==> config.mk <==
export PLATFORM = sky130hd
export DESIGN_NAME = radix_signed_add_sub_core
export DESIGN_NICKNAME = d
export VERILOG_FILES = /design/src/sv/rsas_pkg.sv /design/src/sv/rsas_cell.sv /design/src/sv/rsas_resolve.sv /design/src/sv/radix_signed_add_sub_core.sv
export SDC_FILE = /design/constraint.sdc
export NUM_CORES = 2
export LEC_CHECK = 0
export ABC_AREA = 1
export ABC_CLOCK_PERIOD_IN_PS = 4300
export BUFFER_PORTS_ARGS = -buffer_cell sky130_fd_sc_hd__buf_4
export CORE_MARGIN = 3
export CORE_UTILIZATION = 55
export CTS_CLUSTER_SIZE = 16
export DETAILED_ROUTE_END_ITERATION = 6
export GPL_ROUTABILITY_DRIVEN = 0
export PLACE_DENSITY = 0.75
export SETUP_SLACK_MARGIN = 0.05
export SLEW_MARGIN = 15
export SYNTH_ARGS = -nofsm -noshare
export SYNTH_HDL_FRONTEND = slang
export SYNTH_SLANG_ARGS = --single-unit
==> constraint.sdc <==
create_clock -name clk -period 4.3 [get_ports clk]
set_clock_uncertainty 0.05 [all_clocks]
set_input_delay 0.86 -clock clk [delete_from_list [all_inputs] [get_ports clk]]
set_output_delay 0.86 -clock clk [all_outputs]
set_load 0.05 [all_outputs]
==> src/sv/rsas_pkg.sv <==
package rsas_pkg;

  localparam int NUM_DIGITS = 8;
  localparam int DIGIT_BITS = 6;
  localparam int RES_DIGITS = NUM_DIGITS + 1;
  localparam int MAG_BITS   = NUM_DIGITS * DIGIT_BITS;
  localparam int RES_BITS   = RES_DIGITS * DIGIT_BITS;
  localparam int LEN_BITS   = 4;
  localparam int ADDR_BITS  = 3;
  localparam int DATA_BITS  = 32;

  localparam logic [DIGIT_BITS-1:0] RADIX_RESET = 6'd10;
  localparam logic [DIGIT_BITS-1:0] RADIX_MIN   = 6'd2;
  localparam logic [DIGIT_BITS-1:0] RADIX_MAX   = 6'd36;

  // Register index, taken from the word address bit of paddr.
  localparam logic REG_RADIX = 1'b0;

  typedef struct packed {
    logic                operation;
    logic                a_negative;
    logic [MAG_BITS-1:0] a_digits;
    logic                b_negative;
    logic [MAG_BITS-1:0] b_digits;
  } op_t;

  typedef struct packed {
    logic                result_negative;
    logic [RES_BITS-1:0] result_digits;
    logic [LEN_BITS-1:0] result_length;
    logic                invalid;
  } res_t;

  // Word moving down the cell chain. The operand vectors shift right one digit
  // per cell; the three candidate results shift in from the top.
  typedef struct packed {
    logic                valid;
    logic                neg_a;
    logic                neg_b;
    logic [MAG_BITS-1:0] a;
    logic [MAG_BITS-1:0] b;
    logic [MAG_BITS-1:0] sum_d;
    logic [MAG_BITS-1:0] ab_d;
    logic [MAG_BITS-1:0] ba_d;
    logic                carry;
    logic                borrow_ab;
    logic                borrow_ba;
    logic                bad;
  } stage_t;

endpackage

==> src/sv/rsas_cell.sv <==
module rsas_cell (
  input  logic                               clk,
  input  logic                               rst,
  input  logic [rsas_pkg::DIGIT_BITS-1:0]    radix,
  input  rsas_pkg::stage_t                   prev,
  output rsas_pkg::stage_t                   next
);

  localparam int DB = rsas_pkg::DIGIT_BITS;
  localparam int MB = rsas_pkg::MAG_BITS;

  logic [DB-1:0]  da;
  logic [DB-1:0]  db;
  logic [DB:0]    r_ext;
  logic [DB:0]    sum;
  logic [DB:0]    sub_ab;
  logic [DB:0]    sub_ba;
  logic [DB-1:0]  sum_dig;
  logic [DB-1:0]  ab_dig;
  logic [DB-1:0]  ba_dig;
  logic           carry_o;
  logic           borrow_ab_o;
  logic           borrow_ba_o;
  rsas_pkg::stage_t next_next;

  always_comb begin
    da     = prev.a[DB-1:0];
    db     = prev.b[DB-1:0];
    r_ext  = {1'b0, radix};

    // Ripple step of the sum path.
    sum     = {1'b0, da} + {1'b0, db} + {{DB{1'b0}}, prev.carry};
    carry_o = (sum >= r_ext);
    sum_dig = carry_o ? DB'(sum - r_ext) : sum[DB-1:0];

    // Both differences run side by side; the resolver picks one at the end.
    sub_ab      = {1'b0, db} + {{DB{1'b0}}, prev.borrow_ab};
    borrow_ab_o = ({1'b0, da} < sub_ab);
    ab_dig      = borrow_ab_o ? DB'({1'b0, da} + r_ext - sub_ab) : DB'({1'b0, da} - sub_ab);

    sub_ba      = {1'b0, da} + {{DB{1'b0}}, prev.borrow_ba};
    borrow_ba_o = ({1'b0, db} < sub_ba);
    ba_dig      = borrow_ba_o ? DB'({1'b0, db} + r_ext - sub_ba) : DB'({1'b0, db} - sub_ba);

    next_next           = prev;
    next_next.a         = {{DB{1'b0}}, prev.a[MB-1:DB]};
    next_next.b         = {{DB{1'b0}}, prev.b[MB-1:DB]};
    next_next.sum_d     = {sum_dig, prev.sum_d[MB-1:DB]};
    next_next.ab_d      = {ab_dig, prev.ab_d[MB-1:DB]};
    next_next.ba_d      = {ba_dig, prev.ba_d[MB-1:DB]};
    next_next.carry     = carry_o;
    next_next.borrow_ab = borrow_ab_o;
    next_next.borrow_ba = borrow_ba_o;
    next_next.bad       = prev.bad | ({1'b0, da} >= r_ext) | ({1'b0, db} >= r_ext);
  end

  always_ff @(posedge clk) begin
    if (rst) begin
      next <= '0;
    end else begin
      next <= next_next;
    end
  end

endmodule

==> src/sv/rsas_resolve.sv <==
module rsas_resolve (
  input  logic             clk,
  input  logic             rst,
  input  rsas_pkg::stage_t last,
  output logic             done,
  output rsas_pkg::res_t   result
);

  localparam int DB = rsas_pkg::DIGIT_BITS;
  localparam int RB = rsas_pkg::RES_BITS;
  localparam int LB = rsas_pkg::LEN_BITS;

  logic [RB-1:0]  digits;
  logic           neg;
  logic [LB-1:0]  len;
  rsas_pkg::res_t result_next;

  always_comb begin
    if (last.neg_a == last.neg_b) begin
      digits = {{(DB-1){1'b0}}, last.carry, last.sum_d};
      neg    = last.neg_a;
    end else if (!last.borrow_ab) begin
      digits = {{DB{1'b0}}, last.ab_d};
      neg    = last.neg_a;
    end else begin
      digits = {{DB{1'b0}}, last.ba_d};
      neg    = last.neg_b;
    end

    len = '0;
    for (int i = 0; i < rsas_pkg::RES_DIGITS; i++) begin
      if (digits[i*DB +: DB] != '0) begin
        len = LB'(i + 1);
      end
    end

    if (last.bad) begin
      result_next = '0;
      result_next.invalid = 1'b1;
    end else begin
      result_next.result_negative = neg & (len != '0);
      result_next.result_digits   = digits;
      result_next.result_length   = len;
      result_next.invalid         = 1'b0;
    end
  end

  always_ff @(posedge clk) begin
    result <= result_next;
    if (rst) begin
      done <= 1'b0;
    end else begin
      done <= last.valid;
    end
  end

endmodule

==> src/sv/radix_signed_add_sub_core.sv <==
// Sign-magnitude adder and subtractor over digit vectors in a programmable
// radix from 2 to 36.
//
// The block takes one command word whenever start is high; busy is always low,
// so a new word may follow in every cycle. Each word carries the operation,
// two signs and two magnitudes of eight 6-bit digits. The result word appears
// on result for exactly one cycle, marked by done, after the eight cell
// registers and the resolve register. Throughput is one word per cycle.
//
// The pipeline is the chain of eight digit cells: each cell handles one
// digit position per cycle and hands the ripple carry and both borrows to its
// neighbor, followed by one resolve stage that picks the sum or a difference
// and counts the significant digits.
//
// The receiver cannot stall: results are not held, so it must take done
// whenever it appears. Reset clears the chain's valid bits, so no result comes
// out of a reset, and sets the radix register to ten. The radix is written
// over the APB port at byte address 0, by the user only while the pipeline is
// empty, which the block does not enforce. Values outside 2 to 36 are clamped.
module radix_signed_add_sub_core (
  input  logic                                clk,
  input  logic                                rst,
  input  logic                                start,
  output logic                                busy,
  input  rsas_pkg::op_t                       operands,
  output logic                                done,
  output rsas_pkg::res_t                      result,
  input  logic                                psel,
  input  logic                                penable,
  input  logic                                pwrite,
  input  logic [rsas_pkg::ADDR_BITS-1:0]      paddr,
  input  logic [rsas_pkg::DATA_BITS-1:0]      pwdata,
  output logic [rsas_pkg::DATA_BITS-1:0]      prdata,
  output logic                                pready
);

  localparam int DB = rsas_pkg::DIGIT_BITS;
  localparam int N  = rsas_pkg::NUM_DIGITS;

  logic [DB-1:0]     radix;
  logic [DB-1:0]     radix_next;
  logic [DB-1:0]     eff_radix;
  rsas_pkg::stage_t  chain [N+1];

  assign busy   = 1'b0;
  assign pready = 1'b1;

  // Configuration register. Only the word address bit selects the register.
  always_comb begin
    radix_next = radix;
    if (psel && penable && pwrite && (paddr[2] == rsas_pkg::REG_RADIX)) begin
      radix_next = pwdata[DB-1:0];
    end
  end

  always_ff @(posedge clk) begin
    if (rst) begin
      radix <= rsas_pkg::RADIX_RESET;
    end else begin
      radix <= radix_next;
    end
  end

  always_comb begin
    if (paddr[2] == rsas_pkg::REG_RADIX) begin
      prdata = {{(rsas_pkg::DATA_BITS-DB){1'b0}}, radix};
    end else begin
      prdata = '0;
    end
  end

  // Out-of-range radix values act as the nearest legal base.
  always_comb begin
    if (radix < rsas_pkg::RADIX_MIN) begin
      eff_radix = rsas_pkg::RADIX_MIN;
    end else if (radix > rsas_pkg::RADIX_MAX) begin
      eff_radix = rsas_pkg::RADIX_MAX;
    end else begin
      eff_radix = radix;
    end
  end

  // Head of the chain: subtraction is an add with the second sign flipped.
  always_comb begin
    chain[0]           = '0;
    chain[0].valid     = start;
    chain[0].neg_a     = operands.a_negative;
    chain[0].neg_b     = operands.b_negative ^ operands.operation;
    chain[0].a         = operands.a_digits;
    chain[0].b         = operands.b_digits;
  end

  for (genvar k = 0; k < N; k++) begin : g_cell
    rsas_cell u_cell (
      .clk   (clk),
      .rst   (rst),
      .radix (eff_radix),
      .prev  (chain[k]),
      .next  (chain[k+1])
    );
  end

  rsas_resolve u_resolve (
    .clk    (clk),
    .rst    (rst),
    .last   (chain[N]),
    .done   (done),
    .result (result)
  );

endmodule

* Word-level counts from Yosys, hierarchy flattened
Cells that the tools add are included.
** Operators by class
- Reductions and logical operators :: 13
- Eq/ne operators :: 1
- $add $sub $neg :: 85
- Multiplexer cells :: 41
- $lt $le $gt $ge :: 42
- Bitwise gates (word level) :: 18
** Operators with widths (number)
- 6-bit subtractor :: 40
- 6-bit 2-to-1 mux :: 27
- 6-bit by 1-bit adder with 7-bit output :: 14
- 6-bit by 7-bit less-than comparator with 1-bit output :: 14
- 6-bit adder :: 16
- 6-bit greater-or-equal comparator :: 16
- 6-bit by 6-bit adder with 7-bit output :: 8
- 7-bit by 6-bit greater-or-equal comparator with 1-bit output :: 8
- 6-bit nonzero test :: 9
- 7-bit by 1-bit adder with 7-bit output :: 7
- 49-bit 2-to-1 mux :: 1
- 48-bit 2-to-1 mux :: 1
- 1-bit OR :: 15
- 6-bit less-than comparator :: 2
- 3-bit 2-to-1 mux :: 4
- 4-bit 2-to-1 mux :: 2
- 6-bit > comparator (second input constant) :: 1
- 6-bit by 2-bit less-than comparator with 1-bit output (second input constant) :: 1
- 1-bit 2-to-1 mux :: 4
- 2-bit 2-to-1 mux :: 2
- 4-bit nonzero test :: 1
- 1-bit logical AND :: 3
- 1-bit bitwise AND :: 1
- 1-bit equality test :: 1
- other kinds (2) :: 2
** Word-level totals
- Output and inout port bits :: 95
- Register bits :: 1610

* Longest topological paths before layout
- Word-level depth :: 14
- Depth in mapped cells :: 22
- Depth with buffers taken out :: 19

* Hierarchy
From an unflattened synthesis, not the netlist that was laid out.
** Unflattened totals
- Cells, all modules :: 9273
- Area total of the unflattened synthesis :: 75882.8 um2
** Modules (own cells, without submodules)
- rsas_cell (g_cell[0].u_cell ...) :: sequential area each 4704.5 um2, times used 5, area each 9088.7 um2, cells each 1096
- rsas_cell (g_cell[4].u_cell ...) :: sequential area each 4704.5 um2, times used 2, area each 8979.9 um2, cells each 1087
- rsas_cell (g_cell[7].u_cell) :: sequential area each 4704.5 um2, times used 1, area each 8973.6 um2, cells each 1075
- rsas_resolve :: sequential area each 1121.1 um2, times used 1, area each 2886.5 um2, cells each 446
- radix_signed_add_sub_core :: sequential area each 120.1 um2, times used 1, area each 619.3 um2, cells each 98

* Worst setup path before layout
OpenSTA, ideal clock, no wires.
- Kind :: flip-flop to flip-flop
- Start :: register radix[5]
- End :: register g_cell[0].u_cell.next[99] (netlist name)
- Data required time :: 4.118 ns
- Buffers on the path :: 1
- Arrival :: 4.523 ns
- Slack :: -0.405 ns
- Cell stages (with the launch flop) :: 18
- Cells stage by stage :: dfxtp_1 buf_6 inv_6 nor2_4 nor2_1 inv_1 fa_1 ha_1 nand2_1 nand2_1 a31oi_1 nor2_1 nor2_1 nor2_1 nor2_1 a21oi_1 o21ai_0 a21oi_1
** Between the ends
- Word-level cells in the longest chain between the ends :: 6
- Elaborated cells on any way between the ends :: 7
** Ends and longest elaborated chain
- start, declared :: RTL line radix_signed_add_sub_core.sv:40 : logic [DB-1:0] radix;
- start signal, assigned :: RTL line radix_signed_add_sub_core.sv:58 : radix <= rsas_pkg::RADIX_RESET;
- start signal, assigned :: RTL line radix_signed_add_sub_core.sv:60 : radix <= radix_next;
- 6-bit > comparator :: RTL line radix_signed_add_sub_core.sv:76 : end else if (radix > rsas_pkg::RADIX_MAX) begin
- 6-bit 2-to-1 mux :: RTL line radix_signed_add_sub_core.sv:76
- 6-bit 2-to-1 mux * :: RTL line radix_signed_add_sub_core.sv:74 : if (radix < rsas_pkg::RADIX_MIN) begin
- 6-bit adder * :: RTL line rsas_cell.sv:39 : ab_dig = borrow_ab_o ? DB'({1'b0, da} + r_ext - sub_ab) : DB'({1'b0, da} - sub_ab);
- 6-bit subtractor * :: RTL line rsas_cell.sv:39
- 6-bit 2-to-1 mux * :: RTL line rsas_cell.sv:39
- end signal, assigned :: RTL line rsas_cell.sv:61 : next <= next_next;
- end, declared :: RTL line rsas_cell.sv:6 : output rsas_pkg::stage_t next
Every way passes the cells marked *; elsewhere a longest branch is shown, timed or not.
A chain may end at the register's enable or synchronous reset.

* Worst setup path in the final report
- Start :: register radix[5]
- End :: register g_cell[1].u_cell.next[147] (netlist name)
** Between the ends
- Word-level cells in the longest chain between the ends :: 5
- Elaborated cells on any way between the ends :: 7
** Ends and longest elaborated chain
- 6-bit > comparator :: RTL line radix_signed_add_sub_core.sv:76
- 6-bit 2-to-1 mux :: RTL line radix_signed_add_sub_core.sv:76
- 6-bit 2-to-1 mux * :: RTL line radix_signed_add_sub_core.sv:74
- 6-bit subtractor or 7-bit by 6-bit greater-or-equal comparator with 1-bit output (tied branches) :: RTL line rsas_cell.sv:34, rsas_cell.sv:33
- 6-bit 2-to-1 mux * :: RTL line rsas_cell.sv:34 : sum_dig = carry_o ? DB'(sum - r_ext) : sum[DB-1:0];
- end signal, assigned :: RTL line rsas_cell.sv:61
- end, declared :: RTL line rsas_cell.sv:6
Marks and branches as above.

==> impl_metrics.env <==
export IMPL_synth_edf_count=0
export IMPL_synth_adder_area_share_pct=14.4
export IMPL_worstReg2RegStart="radix[5]$_SDFFE_PP0P_"
export IMPL_cts_sinks=1101
export IMPL_antenna_found_initial=1
export IMPL_synth_flop_cell="dfxtp_1"
export IMPL_pwr_density_cell_nw_per_um2=431
export IMPL_synth_mux_area_share_pct=0
export IMPL_cts_setup_buffers=0
export IMPL_hold_path_class="reg -> reg"
export IMPL_relSlewSlack_pct=22.1
export IMPL_startpoint_type="flip-flop"
export IMPL_ys_seq_area_share_pct=45.4
export IMPL_grt_pass1_vias=32500
export IMPL_io_buffers=173
export IMPL_hold_viol=0
export IMPL_drc=0
export IMPL_avgRoutedWirePerCell_um=13.4
export IMPL_drtIter0Drc=2239
export IMPL_syn_area_per_cell_um2=8.07
export IMPL_critical_path_endpoint="g_cell[1].u_cell.next[147]$_SDFF_PP0_"
export IMPL_synth_area_um2=48600
export IMPL_cp_arrival_ns=4.45
export IMPL_fillers=7404
export IMPL_ys_async_sr_fraction_pct=0
export IMPL_grt_use_met3_pct=3.47
export IMPL_synth_top_family_by_area="simple AND/OR/NAND/NOR gates"
export IMPL_final_common_cell="inv_1"
export IMPL_timing_hold_ws_ns=0.320
export IMPL_period_share_pct=91.6
export IMPL_final_cell_mix="1370 x inv_1, 1196 x nor2_1, 1099 x dfxtp_1"
export IMPL_top_usage_layer="met2"
export IMPL_p_int_uw=17200
export IMPL_area_growth_pct=11.8
export IMPL_setup_tns_ns=0
export IMPL_synth_seq_cells=1101
export IMPL_pwr_share_seq_pct=47.2
export IMPL_p_sw_share_pct=26.4
export IMPL_rows=108
export IMPL_cts_tree="done"
export IMPL_clk_latency_ns=0.67
export IMPL_place_hpwl_um=69700
export IMPL_cts_root_buf="clkbuf_16"
export IMPL_cts_resized=0
export IMPL_synth_compound_area_share_pct=6.00
export IMPL_p_switching_uw=6180
export IMPL_grtUsageMet1_pct=31.1
export IMPL_path_class="reg -> reg"
export IMPL_start_util_pct=55.7
export IMPL_grt_pass1_wl_um=162000
export IMPL_grt_overflow=0
export IMPL_ys_warn_count=0
export IMPL_cts_buffer_depth=3
export IMPL_syn_inst=6016
export IMPL_grt_max_degree=237
export IMPL_crit_required_ns=4.81
export IMPL_yosysTopAreaCell="dfxtp_1"
export IMPL_seq_area_um2=22000
export IMPL_max_freq_ghz=0.254
export IMPL_clockPowerShare_pct=38.9
export IMPL_vias_per_cell=4.65
export IMPL_synth_area_top_cells="dfxtp_1 45%, inv_1 11%, ha_1 10%, nor2_1 9.3%, nand2_1 4.5%"
export IMPL_drt_wl_total_um=99400
export IMPL_worst_slew_pin_slew_ns=1.17
export IMPL_dr_pass1_iters=6
export IMPL_synthSimpleGateAreaFrac_pct=17.4
export IMPL_end_kind="flip-flop"
export IMPL_vias=34500
export IMPL_n_antenna_cell=0
export IMPL_drv_slew=0
export IMPL_antenna_left=0
export IMPL_final_util_pct=62.3
export IMPL_final_nets=6810
export IMPL_cts_hold_buffers=0
export IMPL_rsz0062_at_grt="no"
export IMPL_path_clk_slew_ns=0.06
export IMPL_die_y_um=303
export IMPL_cts_buffers=105
export IMPL_max_cap_viol_count=0
export IMPL_min_period_ns=3.94
export IMPL_multi_input_area_um2=20400
export IMPL_reg2regPathDepth=15
export IMPL_cp_max_fo=12
export IMPL_dieArea_um2=91900
export IMPL_h_tree_depth=3
export IMPL_pwr_share_comb_pct=14.0
export IMPL_rrSetupSlack_ns=0.36
export IMPL_synthXorXnorAreaFrac_pct=3.98
export IMPL_setup_viol=0
export IMPL_r2r_end="g_cell[1].u_cell.next[147]$_SDFF_PP0_"
export IMPL_synth_cell_types=47
export IMPL_fp_coreArea_um2=87200
export IMPL_irDropWorstVdd_v=0.000357
export IMPL_grt_total_usage_pct=21.6
export IMPL_cp_startpoint="radix[5]$_SDFFE_PP0P_"
export IMPL_drive_gt1_share_pct=7.28
export IMPL_yosysTopAreaCellShare_pct=45.4
export IMPL_status="finished, final reports clean"
export IMPL_die_width_um=303
export IMPL_ios=235
export IMPL_met2_usage_pct=33.5
export IMPL_power_leakage_uw=0.0264
[state kept, by name, indices dropped and copies added (netlist names)]
register and flops:
g_cell.u_cell.next 1039, radix 6, u_resolve.done 1, u_resolve.result 55
[synthesized netlist by cell type (2+ instances only)]
master / n
nand3_2: 14
ha_1: 405
buf_6: 16
buf_1: 4
and2_1: 2
nor3_1: 16
buf_4: 36
o211ai_1: 8
or2_2: 24
nand3b_1: 7
o21ai_0: 158
a211oi_1: 2
or2_1: 6
nor2_1: 1198
nor4_1: 9
o21ai_1: 6
conb_1: 2
a21o_1: 8
nand3b_2: 3
xnor2_1: 66
fa_1: 97
nor2_2: 3
nand4_1: 30
dfxtp_1: 1101
nand2_2: 5
nand2_4: 6
nand3_1: 168
o22ai_1: 14
a31oi_1: 11
inv_2: 13
nand2_1: 586
inv_1: 1372
o21bai_1: 15
o21a_1: 30
xor2_1: 155
a21boi_0: 21
buf_2: 15
a21oi_1: 255
clkbuf_1: 121
[metrics by stage]
stage          total power (uW)  instance area [um^2]  instances  worst slack [ns]
2_1_floorplan             13700                 48700       6047             0.434
3_5_place_dp              14500                 50800       7216             0.311
5_1_grt                   24600                 54300       7408             0.199
6_report                  23400                 54300       7408             0.359
4_1_cts                   23600                 54300       7408             0.427
3_3_place_gp              14400                 50800       7216             0.398
[critical path, stage by stage, from the launching register on]
cell     delay, ns
dfxtp_1       0.80
inv_6         0.08
nor2_4        0.19
a31oi_4       0.06
inv_1         0.13
nor2_2        0.05
inv_1         0.43
buf_12        0.25
ha_1          0.29
a21oi_1       0.30
nor2_1        0.07
nor4_1        0.38
nand3_2       0.32
inv_1         0.15
nor2_1        0.06
nor2_1        0.23
[how the worst min path moves through the flow]
stage | startpoint | cells after the start | to
CTS | operands[47] | 3 | g_cell[0].u_cell.next[189]$_SDFF_PP0_
detailed placement | g_cell[0].u_cell.next[167]$_SDFF_PP0_ | 2 | g_cell[1].u_cell.next[161]$_SDFF_PP0_
floorplan | g_cell[7].u_cell.next[0]$_SDFF_PP0_ | 0 | u_resolve.result[0]$_DFF_P_
global placement | g_cell[6].u_cell.next[77]$_SDFF_PP0_ | 2 | g_cell[7].u_cell.next[71]$_SDFF_PP0_
global route | operands[76] | 3 | g_cell[0].u_cell.next[217]$_SDFF_PP0_
finish | g_cell[4].u_cell.next[27]$_SDFF_PP0_ | 2 | g_cell[5].u_cell.next[21]$_SDFF_PP0_
[metal layers]
metal	share of wire (%)	routed length (um)	vias up
li1	-	-	18200
met1	48	48100	15200
met2	42	42000	939
met3	6.7	6670	179
met4	2.6	2580	0
met5	0	0	-
[power groups by stage]
| stage | combinational, uW | clock [uW] | sequential (uW) |
|---|---|---|---|
| finish | 3280 | 9100 | 11000 |
| CTS | 3250 | 9320 | 11000 |
| global route | 3750 | 9720 | 11100 |
| detailed placement | 3220 | 0 | 11300 |
| floorplan | 2430 | 0 | 11200 |
| global placement | 3120 | 0 | 11300 |
[final cells by class]
class                   instances  share of cell area [%]
repair buffers                207                    3.08
multi-input cells            3367                    37.6
flip-flops and latches       1101                    40.6
clock inverters                47                   0.984
clock buffers                 145                    5.45
inverters                    1386                    9.59
well taps                    1155                    2.66
[cells by family (layout without fill, tap and decap cells)]
kind of cell               after synthesis  in the layout
and+or+nand+nor                       2081           2081
buffers and inverters                 1579           1785
DFF                                   1101           1101
AOI/OAI and AO/OA                      530            530
adders and majority gates              502            502
xor gates and xnor gates               221            221
other                                    2             33
Power figures use the tool's default switching activity.
